[config.mk]
export PLATFORM = sky130hd
export DESIGN_NAME = insert_delete_array_unit
export DESIGN_NICKNAME = d
export VERILOG_FILES = /design/src/rtl/core/ida_pkg.sv /design/src/rtl/core/ida_cell.sv /design/src/rtl/core/insert_delete_array_unit.sv
export SDC_FILE = /design/constraint.sdc
export NUM_CORES = 1
export LEC_CHECK = 0
export ABC_CLOCK_PERIOD_IN_PS = 10800
export BUFFER_PORTS_ARGS = -buffer_cell sky130_fd_sc_hd__buf_2
export CAP_MARGIN = 30
export CORE_ASPECT_RATIO = 1.5
export CORE_MARGIN = 5
export CORE_UTILIZATION = 45
export CTS_CLUSTER_DIAMETER = 150
export DETAILED_ROUTE_END_ITERATION = 12
export RECOVER_POWER = 100
export SLEW_MARGIN = 40
export SYNTH_ARGS = -nofsm -noshare
export SYNTH_HDL_FRONTEND = slang
export SYNTH_HIERARCHICAL = 1
export SYNTH_SLANG_ARGS = --single-unit
[constraint.sdc]
create_clock -name i_clk -period 10.8 [get_ports i_clk]
set_input_delay 0 -clock i_clk [delete_from_list [all_inputs] [get_ports i_clk]]
set_output_delay 0 -clock i_clk [all_outputs]
set_load 0.03 [all_outputs]
[src/rtl/core/ida_pkg.sv]
package ida_pkg;

    localparam int VALUE_W = 32;
    localparam int POS_W   = 5;
    localparam int CNT_W   = 5;

    // action codes
    localparam logic [2:0] ACT_APPEND = 3'd0;
    localparam logic [2:0] ACT_INSERT = 3'd1;
    localparam logic [2:0] ACT_DELETE = 3'd2;
    localparam logic [2:0] ACT_DROP   = 3'd3;
    localparam logic [2:0] ACT_READ   = 3'd4;

    // status codes
    localparam logic [1:0] ST_OK    = 2'd0;
    localparam logic [1:0] ST_RANGE = 2'd1;
    localparam logic [1:0] ST_FULL  = 2'd2;
    localparam logic [1:0] ST_EMPTY = 2'd3;

    typedef struct packed {
        logic [2:0]               action;
        logic [POS_W-1:0]         position;
        logic signed [VALUE_W-1:0] value;
    } t_req;

    typedef struct packed {
        logic [1:0]                status;
        logic signed [VALUE_W-1:0] read_value;
        logic [CNT_W-1:0]          count;
    } t_rsp;

    // per-cell update controls
    typedef struct packed {
        logic load;
        logic shift_up;
        logic shift_down;
    } t_cell_ctl;

endpackage

[src/rtl/core/ida_cell.sv]
module ida_cell import ida_pkg::*; (
    input  logic                      i_clk,
    input  t_cell_ctl                 i_ctl,
    input  logic signed [VALUE_W-1:0] i_from_lo,
    input  logic signed [VALUE_W-1:0] i_from_hi,
    input  logic signed [VALUE_W-1:0] i_value,
    output logic signed [VALUE_W-1:0] o_entry
);

    logic signed [VALUE_W-1:0] r_entry;

    always_ff @(posedge i_clk) begin
        if (i_ctl.load) begin
            r_entry <= i_value;
        end else if (i_ctl.shift_up) begin
            r_entry <= i_from_lo;
        end else if (i_ctl.shift_down) begin
            r_entry <= i_from_hi;
        end
    end

    assign o_entry = r_entry;

endmodule

[src/rtl/core/insert_delete_array_unit.sv]
// Latency: a request accepted at one edge has its result on o_rsp, marked by
//   o_valid, during the following cycle only.
// Throughput: one request per cycle; busy stays low. The whole cell row
//   shifts or loads in the same edge that accepts the request.
// Reset: synchronous, active low; clears the entry count and the strobe.
//   Entry contents are left as they are and are never read before written.
module insert_delete_array_unit import ida_pkg::*; #(
    parameter int CAPACITY = 16
) (
    input  logic i_clk,
    input  logic i_rst_n,
    input  logic start,
    output logic busy,
    input  t_req i_req,
    output logic o_valid,
    output t_rsp o_rsp
);

    // count width holds CAPACITY itself; compares run at the wider of it and POS_W
    localparam int CW = $clog2(CAPACITY + 1);
    localparam int PW = (CW > POS_W) ? CW : POS_W;
    localparam int IW = (CAPACITY > 1) ? $clog2(CAPACITY) : 1;

    logic                      accept;
    logic [CW-1:0]             r_count;
    logic [CW-1:0]             n_count;
    logic                      r_valid;
    t_rsp                      r_rsp;
    logic [1:0]                n_status;
    logic signed [VALUE_W-1:0] n_read;
    logic                      do_append;
    logic                      do_insert;
    logic                      do_delete;
    logic [PW-1:0]             pos_w;
    logic [PW-1:0]             cnt_w;
    logic [PW-1:0]             cap_w;

    logic signed [VALUE_W-1:0] w_entry [CAPACITY];

    // busy is tied low: the command never stalls the requester
    assign busy   = 1'b0;
    assign accept = start && !busy;

    assign pos_w = PW'(i_req.position);
    assign cnt_w = PW'(r_count);
    assign cap_w = PW'(CAPACITY);

    // action decode and status; rejected requests leave the row untouched
    always_comb begin
        n_status  = ST_OK;
        n_read    = '0;
        n_count   = r_count;
        do_append = 1'b0;
        do_insert = 1'b0;
        do_delete = 1'b0;
        case (i_req.action)
            ACT_APPEND: begin
                if (cnt_w >= cap_w) begin
                    n_status = ST_FULL;
                end else begin
                    do_append = 1'b1;
                    n_count   = r_count + CW'(1);
                end
            end
            ACT_INSERT: begin
                // position check wins over full
                if (pos_w > cnt_w) begin
                    n_status = ST_RANGE;
                end else if (cnt_w >= cap_w) begin
                    n_status = ST_FULL;
                end else begin
                    do_insert = 1'b1;
                    n_count   = r_count + CW'(1);
                end
            end
            ACT_DELETE: begin
                // empty check wins over position
                if (r_count == '0) begin
                    n_status = ST_EMPTY;
                end else if (pos_w >= cnt_w) begin
                    n_status = ST_RANGE;
                end else begin
                    do_delete = 1'b1;
                    n_count   = r_count - CW'(1);
                end
            end
            ACT_DROP: begin
                // vacated cell is beyond the count and never read again unwritten
                if (r_count == '0) begin
                    n_status = ST_EMPTY;
                end else begin
                    n_count = r_count - CW'(1);
                end
            end
            ACT_READ: begin
                if (r_count == '0) begin
                    n_status = ST_EMPTY;
                end else if (pos_w >= cnt_w) begin
                    n_status = ST_RANGE;
                end else begin
                    n_read = w_entry[pos_w[IW-1:0]];
                end
            end
            default: begin
                // unknown action: no change, status ok
            end
        endcase
    end

    // cell row: insert shifts cells above the position up, delete pulls them down
    for (genvar i = 0; i < CAPACITY; i++) begin : g_cell
        localparam logic [PW-1:0] IDX = PW'(i);
        t_cell_ctl                 ctl;
        logic signed [VALUE_W-1:0] from_lo;
        logic signed [VALUE_W-1:0] from_hi;

        assign ctl.load       = accept && ((do_append && IDX == cnt_w)
                                        || (do_insert && IDX == pos_w));
        assign ctl.shift_up   = accept && do_insert && (IDX > pos_w);
        assign ctl.shift_down = accept && do_delete && (IDX >= pos_w);

        if (i == 0) begin : g_lo_edge
            assign from_lo = '0;
        end else begin : g_lo
            assign from_lo = w_entry[i-1];
        end

        if (i == CAPACITY - 1) begin : g_hi_edge
            assign from_hi = '0;
        end else begin : g_hi
            assign from_hi = w_entry[i+1];
        end

        ida_cell u_cell (
            .i_clk     (i_clk),
            .i_ctl     (ctl),
            .i_from_lo (from_lo),
            .i_from_hi (from_hi),
            .i_value   (i_req.value),
            .o_entry   (w_entry[i])
        );
    end

    always_ff @(posedge i_clk) begin
        if (!i_rst_n) begin
            r_count <= '0;
            r_valid <= 1'b0;
        end else begin
            r_valid <= accept;
            if (accept) begin
                r_count <= n_count;
            end
        end
    end

    // result payload, no reset needed
    always_ff @(posedge i_clk) begin
        if (accept) begin
            r_rsp.status     <= n_status;
            r_rsp.read_value <= n_read;
            r_rsp.count      <= CNT_W'(n_count);
        end
    end

    assign o_valid = r_valid;
    assign o_rsp   = r_rsp;

endmodule

Yosys cells after proc, flatten, opt, wreduce, memory -nomap -nowiden
Cells that the tools add are included.
- $add $sub $neg: 2
- mux-type cells: 70
- $lt $le $gt $ge: 36
- bitwise operators: 2
- equality and inequality tests: 34
- reductions and logical operators: 119
- operator list (cell ; number):
    $mux 32 ; 50
    $bmux 32 s4 ; 1
    $logic_and 1x1->1 ; 82
    $eq 4x5->1 const A ; 16
    $reduce_bool 3->1 ; 16
    $eq 3x5->1 const A ; 8
    $ge 4x5->1 const A ; 8
    $gt 4x5->1 const A ; 8
    $mux 5 ; 5
    $eq 2x5->1 const A ; 4
    $ge 3x5->1 const A ; 4
    $gt 3x5->1 const A ; 4
    $pmux 5 s4 ; 1
    $logic_or 1x1->1 ; 16
    $eq 1x5->1 const A ; 2
    $ge 1x5->1 const A ; 2
    $ge 2x5->1 const A ; 2
    $ge 5x5->1 const B ; 2
    $gt 1x5->1 const A ; 2
    $gt 2x5->1 const A ; 2
    $logic_not 5->1 ; 2
    $mux 1 ; 8
    $mux 2 ; 4
    $pmux 2 s4 ; 1
    other kinds (12) ; 13
- word-level logic and storage cells: 284
- input port bits: 43
- register bits after elaboration: 557
- output and inout port bits: 41

Longest topological paths before layout
Gate-level depths: netlist of the first run.
- depth in word-level cells: 9
- depth in mapped cells: 17
- gate-level depth less buffers: 10

By module
Netlist of the first run, hierarchy kept.
- modules (own cells, without submodules) (module ; times used ; cells an instance ; area an instance (um^2)):
    ida_cell ; 16 ; 140 ; 1672.9
    insert_delete_array_unit ; 1 ; 700 ; 6909.1

Worst setup path after synthesis of the first run
No wires, ideal clock.
- path kind: register -> register
- start point: reg r_count[4], in the netlist cnt_w[4]
- end point: reg g_cell[14].u_cell.r_entry[0] (enable)
- setup slack: 7054 ps
- period minus slack after synthesis: 3746 ps
- cell stages (with the launch flop): 13
- library setup time: 390 ps
- arrival: 3356 ps
- cell sequence: dfxtp_1 -> clkbuf_1 -> inv_1 -> ha_1 -> o211a_1 -> o31a_1 -> o21ai_2 -> nand2_2 -> or2_1 -> buf_6 -> o32ai_1 -> buf_2 -> or3_1
- RTL lines (item ; RTL line ; RTL):
    start, declared ; insert_delete_array_unit.sv:25 ; logic [CW-1:0] r_count;
    start signal, assigned ; insert_delete_array_unit.sv:151 ; r_count <= n_count;
    end signal, assigned ; ida_cell.sv:14 ; r_entry <= i_value;
    end signal, assigned ; ida_cell.sv:16 ; r_entry <= i_from_lo;
    end signal, assigned ; ida_cell.sv:18 ; r_entry <= i_from_hi;
    end, declared ; ida_cell.sv:10 ; logic signed [VALUE_W-1:0] r_entry;

==> results.cfg, run 1 <==
[clocking]
cts_buffers = 55
cts_sinks = 557
clockBufferDepth = 3
path_clk_slew_ns = 0.06
cts_tree = done
worstSkewPairLatency_ns = 0.64
root_buffer = clkbuf_16
post_cts_buffers = 0
cts_max_level = 2

[setup_path]
cp.buffers_inverters = 4
crit_chain = dlygate4sd3_1 > clkbuf_1 > clkbuf_1 > nand2_1 > o22ai_4 > buf_4 > or3_1
cp_common_cell = clkbuf_1
crit_slowest_cell = clkbuf_1
rrSetupSlack_ns = 4.93
crit_type = in2reg
critical_path_required_ns = 11.02
timing.rr.start = cnt_w[2]
reg2reg_depth = 11
timing.rr.end = g_cell[7].u_cell/o_entry[3]
worst_setup_path_start_kind = primary input
critical_path_arrival_ns = 7.45
cpPeakStageDelay_ns = 2.36
path_max_fanout = 65
path_delay_family = buffers and inverters
worstSetupEndpointType = flop

[global_route]
grt-ovfl-total = 0
antenna_found_initial = 0
grt_pass1_wl_mm = 148
grt_usage_pct = 23.6
grt_pass1_vias = 23400
grt_start_max_net_pins = 75

[synthesis]
yosys.area.top_type = edfxtp_1
synth_top_cells_by_count = mux2i_1, nand2_1, edfxtp_1, o21ai_1, buf_2
yosysWarnings = 6
syn_avg_cell_area_sq_um = 11.5
syn_inst = 2940
synth_top_area_share_pct = 49.1
async_flop_share_pct = 0
netlist_area_sq_um = 33700
synth_edf_count = 551
synthMostInstantiatedCell = mux2i_1
synth-seq-area-share_pct = 49.5
yosysUniqueCellTypes = 65
synth_flop_cell = edfxtp_1
ys_ff_latch = 557
synth.area.top_cells = edfxtp_1, mux2i_1, o21ai_1

[placement]
pre_cts_ws_ns = 5.81
io_buffers = 82
routabilityCongestion = 0.877
hpwl_mm = 68.3

[floorplan]
rows = 123
initial_utilization_pct = 45.1
ios = 84
die_w_um = 233
die_y_um = 345
core_sq_um = 74600
dieArea_sq_um = 80500

[drt]
met2_length_mm = 46.8
via_per_inst = 6.03
via_count = 24200
wirelength_mm = 99.0
route.met3.wl_mm = 6.94
antenna_left = 0
wirelength_met1_mm = 43.1
dr.pass1.iters = 6
top_layer = met4
drc = 0
wl_per_cell_um = 24.7
drtIter0Drc = 2742

[layout]
layout.nets = 3030
syn2layout_area_growth_pct = 7.32
antenna_cells = 0
drive_gt1_share_pct = 9.45

[timing]
finalHoldViolations = 0
fin_ws_ns = 3.57
tns_ns = 0
whs_ns = 0.0771
max_freq_ghz = 0.138
relSlewSlack_pct = -117
report.final.slew_viol_count = 607
period_needed_ns = 7.23
fin_skew_ns = 0.0180
finalSetupViolations = 0
period_share_pct = 67.0
rsz0062_at_grt = false
tightest_slew_ns = 3.25

[worst_hold_path]
hold_path_end = o_rsp[38]
holdPathStages = 4
hold_path.class = in2reg
min_from = i_req[37]

[run_status]
violations = capacitance limit, slew limit
status = finished, violations left

[power_and_ir_drop]
peakVddDrop_mv = 0.136
p_leak_nw = 10.6
power.density_nw_per_um2 = 129

[run]
drv_cap = 16
[worst min-delay path, stage by stage]
cell and delay [ns]:
buf_2 0.18, nor3_1 0.20, a31oi_1 0.06, o21ai_0 0.15
[cells by family (layout without fill, tap and decap cells)]
group	after synthesis	after routing	share of synthesized area (%)
simple gates	676	676	8.22
compound gates	730	730	11.9
other cells	1	66	0.0111
flops	557	557	49.5
buf+inv	260	271	6.33
fa+ha+maj	11	11	0.409
mux	703	703	23.6
xor+xnor	2	2	0.0520
[final cells by class]
cell class / count / area [sq um]
Clock buffer: 71 / 1460
Tap cell: 1000 / 1250
Multi-Input combinational cell: 2188 / 15400
Fill cell: 6628 / 38500
Timing Repair Buffer: 162 / 1080
Clock inverter: 26 / 233
Sequential cell: 557 / 16700
Inverter: 12 / 47.5
[how the worst max path moves through the flow]
stage / from / endpoint / cells past startpoint
after global placement: cnt_w[2] / g_cell[13].u_cell/o_entry[15] / 10
after detailed placement: cnt_w[2] / g_cell[1].u_cell/o_entry[8] / 10
after floorplan: cnt_w[4] / g_cell[14].u_cell/o_entry[0] / 12
final: start / g_cell[10].u_cell/o_entry[1] / 7
after global routing: start / g_cell[10].u_cell/o_entry[1] / 7
after CTS: cnt_w[2] / g_cell[1].u_cell/o_entry[0] / 10
[flip-flops by register name (all words and copies together), names as in the netlist]
register,count
cnt_w,5
o_valid,1
g_cell.u_cell/o_entry,512
o_rsp,39
[power breakdown]
group          switching, W  internal, W
combinational      0.000242     0.000116
sequential        0.0000193      0.00239
clock              0.000864      0.00104
total               0.00112      0.00354
[per-stage QoR]
step	std cells	area [sq um]	util, %	power [W]
6_report	4016	36100	48.4	0.00467
5_1_grt	4016	36100	48.4	0.00481
4_1_cts	4016	36300	48.7	0.00471
3_5_place_dp	3881	34300	45.9	0.00280
3_3_place_gp	3880	34200	45.8	0.00279
2_1_floorplan	3005	33900	-	0.00266
[repair_timing]
action | 4_1_cts | 5_1_grt
endpoints found under the hold margin | 527 | 0
gates resized for setup | 0 | 0
hold buffers | 38 | 0
[per-layer routing]
metal,track usage (%),vias to the layer above
li1,-,11000
met1,34.1,12000
met2,38.0,1052
met3,3.06,143
met4,5.90,0
met5,0,-
[placed cells by master (no fill, tap or decap), drive strengths merged, types with 4 or more instances in the layout]
master	synthesis	routed
mux4	70	70
nand2	566	566
bufinv	0	4
and2	6	6
clkbuf	49	116
nor2	34	34
or3	17	17
buf	199	79
clkinv	0	20
o21ai	558	558
nor3	8	8
dlygate4sd3	0	38
nor2b	8	8
ha	11	11
a21oi	38	38
dfxtp	6	6
o22ai	42	42
edfxtp	551	551
and3	6	6
conb	1	66
mux2	23	23
nand4	4	4
nand3	10	10
a31oi	10	10
inv	12	13
or2	4	4
o221ai	30	30
mux2i	610	610
a211oi	32	32
Note: power is estimated with default switching activity, not from simulation.
==> inputs of run 2 (changes only) <==
- ABC_AREA: default -> 1
- ABC_CLOCK_PERIOD_IN_PS: 10800 -> 7210
- clock period: 10.8 -> 7.21 ns (I/O delays scaled with it)
==> results.cfg, run 2 <==
[synthesis]
synth.area.top_cells = edfxtp_1, nand2_1, inv_1
synth_mux_area_share_pct = 0
yosys.area.top_type = edfxtp_1
synth-xor-area-share_pct = 0.137
synth_top_family_by_area = simple AND/OR/NAND/NOR gates
yosysUniqueCellTypes = 49
synth_top_area_share_pct = 43.1
synthMostInstantiatedCell = nand2_1
yosys.area_share.simple_pct = 32.6
ys_ff_latch = 557
synth_fa_ha_area_share_pct = 0.358
syn_avg_cell_area_sq_um = 7.01
synth-seq-area-share_pct = 43.4
synth_edf_count = 551
synth_flop_cell = edfxtp_1
synth_top_cells_by_count = nand2_1, inv_1, nand3_1, edfxtp_1, nor2_1
async_flop_share_pct = 0
syn_inst = 5480
yosysWarnings = 6
synth_compound_area_share_pct = 6.48
netlist_area_sq_um = 38400

[timing]
max_freq_ghz = 0.175
rsz0062_at_grt = false
tns_ns = 0
report.final.slew_viol_count = 101
finalSetupViolations = 0
period_share_pct = 79.1
fin_skew_ns = 0.0215
tightest_slew_ns = 2.10
period_needed_ns = 5.70
relSlewSlack_pct = -40.7
finalHoldViolations = 0

[global_route]
grt_usage_pct = 25.7
grt_pass1_wl_mm = 190
grt_pass1_vias = 31600
grt_start_max_net_pins = 69
antenna_found_initial = 1
grt-ovfl-total = 0

[clocking]
cts_max_level = 2
root_buffer = clkbuf_16
cts_tree = done
clockBufferDepth = 3
cts_sinks = 557
cts_buffers = 60
worstSkewPairLatency_ns = 0.65
post_cts_buffers = 0
path_clk_slew_ns = 0.07
ctsResizeCount = 0

[layout]
largest_reg_flops = 512
antenna_cells = 0
final_common_cell = nand2_1
instances_no_fill = 6655
n_fill_cell = 8723
layout.nets = 5532
syn2layout_area_growth_pct = 6.79
multi_input_area_sq_um = 15500
drive_gt1_share_pct = 5.00
mostFrequentLayoutCells = nand2_1, inv_1, nand3_1
seq_area_sq_um = 16700

[setup_path]
crit_slowest_cell = nand3_1
path_max_fanout = 32
critical_path_arrival_ns = 6.02
worstSetupEndpointType = flop
cpPeakStageDelay_ns = 1.44
crit_chain = clkinvlp_2 > ha_1 > nand2_1 > inv_1 > a21oi_1 > nand4_4 > inv_1 > nand3_1 > a221oi_1
cp_common_cell = inv_1
worst_setup_path_start_kind = flop
crit_type = reg2reg
critical_path_required_ns = 7.53

[placement]
io_buffers = 82
routabilityCongestion = 0.919
dp.cells = 6507
hpwl_mm = 86.6

[drt]
dr.pass1.iters = 6
antenna_left = 0
wl_per_cell_um = 18.4
drc = 0
wirelength_mm = 122
via_per_inst = 5.08
drtIter0Drc = 3471
via_count = 33800

[floorplan]
initial_utilization_pct = 45.3
die_y_um = 368
core_sq_um = 84900
die_w_um = 249
rows = 131
ios = 84
dieArea_sq_um = 91500

[run_status]
violations = capacitance limit, slew limit
status = finished, violations left

[power_and_ir_drop]
peakVddDrop_mv = 0.182
p_leak_nw = 20.3
power.density_nw_per_um2 = 184

[worst_hold_path]
hold_path.class = in2reg

[run]
drv_cap = 3
-- run 2: cell types whose count changed after synthesis, moves of 52 or more --
cell	delta
a22oi_1	+85
buf_4	+124
inv_1	+1048
mux2i_1	-610
mux4_2	-70
nand2_1	+1657
nand3_1	+545
nor2_1	+193
o21ai_0	+52
o21ai_1	-424
-- run 2: area by class of cell --
class / instances / area share, %
clock inverters: 40 / 1.05
multi-input cells: 3567 / 37.7
flip-flops and latches: 557 / 40.6
well taps: 1130 / 3.45
repair buffers: 186 / 3.12
inverters: 1106 / 10.3
clock buffers: 69 / 3.79
-- run 2: final timing paths --
| kind | startpoint | to | slack [ns] | cells after the start |
|---|---|---|---|---|
| worst max-delay path | cnt_w[4] | o_rsp[5] | 1.51 | 9 |
| worst max register to register | cnt_w[4] | o_rsp[5] | 1.51 | 9 |
| worst min-delay path | start | o_rsp[4] | 0.06 | 2 |
| worst min register to register | g_cell[15].u_cell/o_entry[26] | g_cell[14].u_cell/o_entry[26] | 0.64 | 4 |
-- run 2: where the power goes --
| part | internal [W] | total (W) | switching (W) |
|---|---|---|---|
| Sequential | 0.00359 | 0.00363 | 0.0000383 |
| Combinational | 0.000169 | 0.000657 | 0.000488 |
| Clock | 0.00186 | 0.00326 | 0.00141 |
-- run 2: worst max-delay path: cells and delay by family (launching register included) --
kind	cells	cell delay, ns
AOI/OAI and AO/OA	2	1.69
adders and majority gates	1	0.44
buffers and inverters	3	0.76
DFF	1	0.63
and+or+nand+nor	3	1.80
-- run 2: timing repair --
item                                    4_1_cts  5_1_grt
endpoints found under the setup margin        0        0
hold buffers                                 39        0
hold endpoints to repair                    522        0
-- run 2: logic make-up (layout without fill, tap and decap cells) --
logic type,count (synthesis),after routing
simple gates,3076,3076
buf+inv,1421,1401
xor+xnor,6,6
fa+ha+maj,11,11
other cells,1,66
compound gates,408,408
flops,557,557
-- run 2: stage by stage --
stage / hold WS, ns / area, sq um / power [W] / utilization [%] / setup slack [ns]
after floorplan: 0.0976 / 38700 / 0.00409 / - / 3.86
after global placement: 0.276 / 38800 / 0.00433 / 45.7 / 2.17
after detailed placement: 0.276 / 38900 / 0.00434 / 45.8 / 2.77
after CTS: 0.00801 / 41300 / 0.00763 / 48.6 / 2.75
after global routing: 0.0587 / 41000 / 0.00781 / 48.3 / 1.25
final: 0.0568 / 41000 / 0.00755 / 48.3 / 1.51
-- run 2: per-layer routing --
layer	share of wire [%]	wire length, um	GRT usage (%)	up-vias
li1	-	-	-	16800
met1	43	52600	34.8	15500
met2	47	57800	43.2	1283
met5	0	0	0	-
met4	2.9	3520	7.43	0
met3	6.8	8260	3.39	200
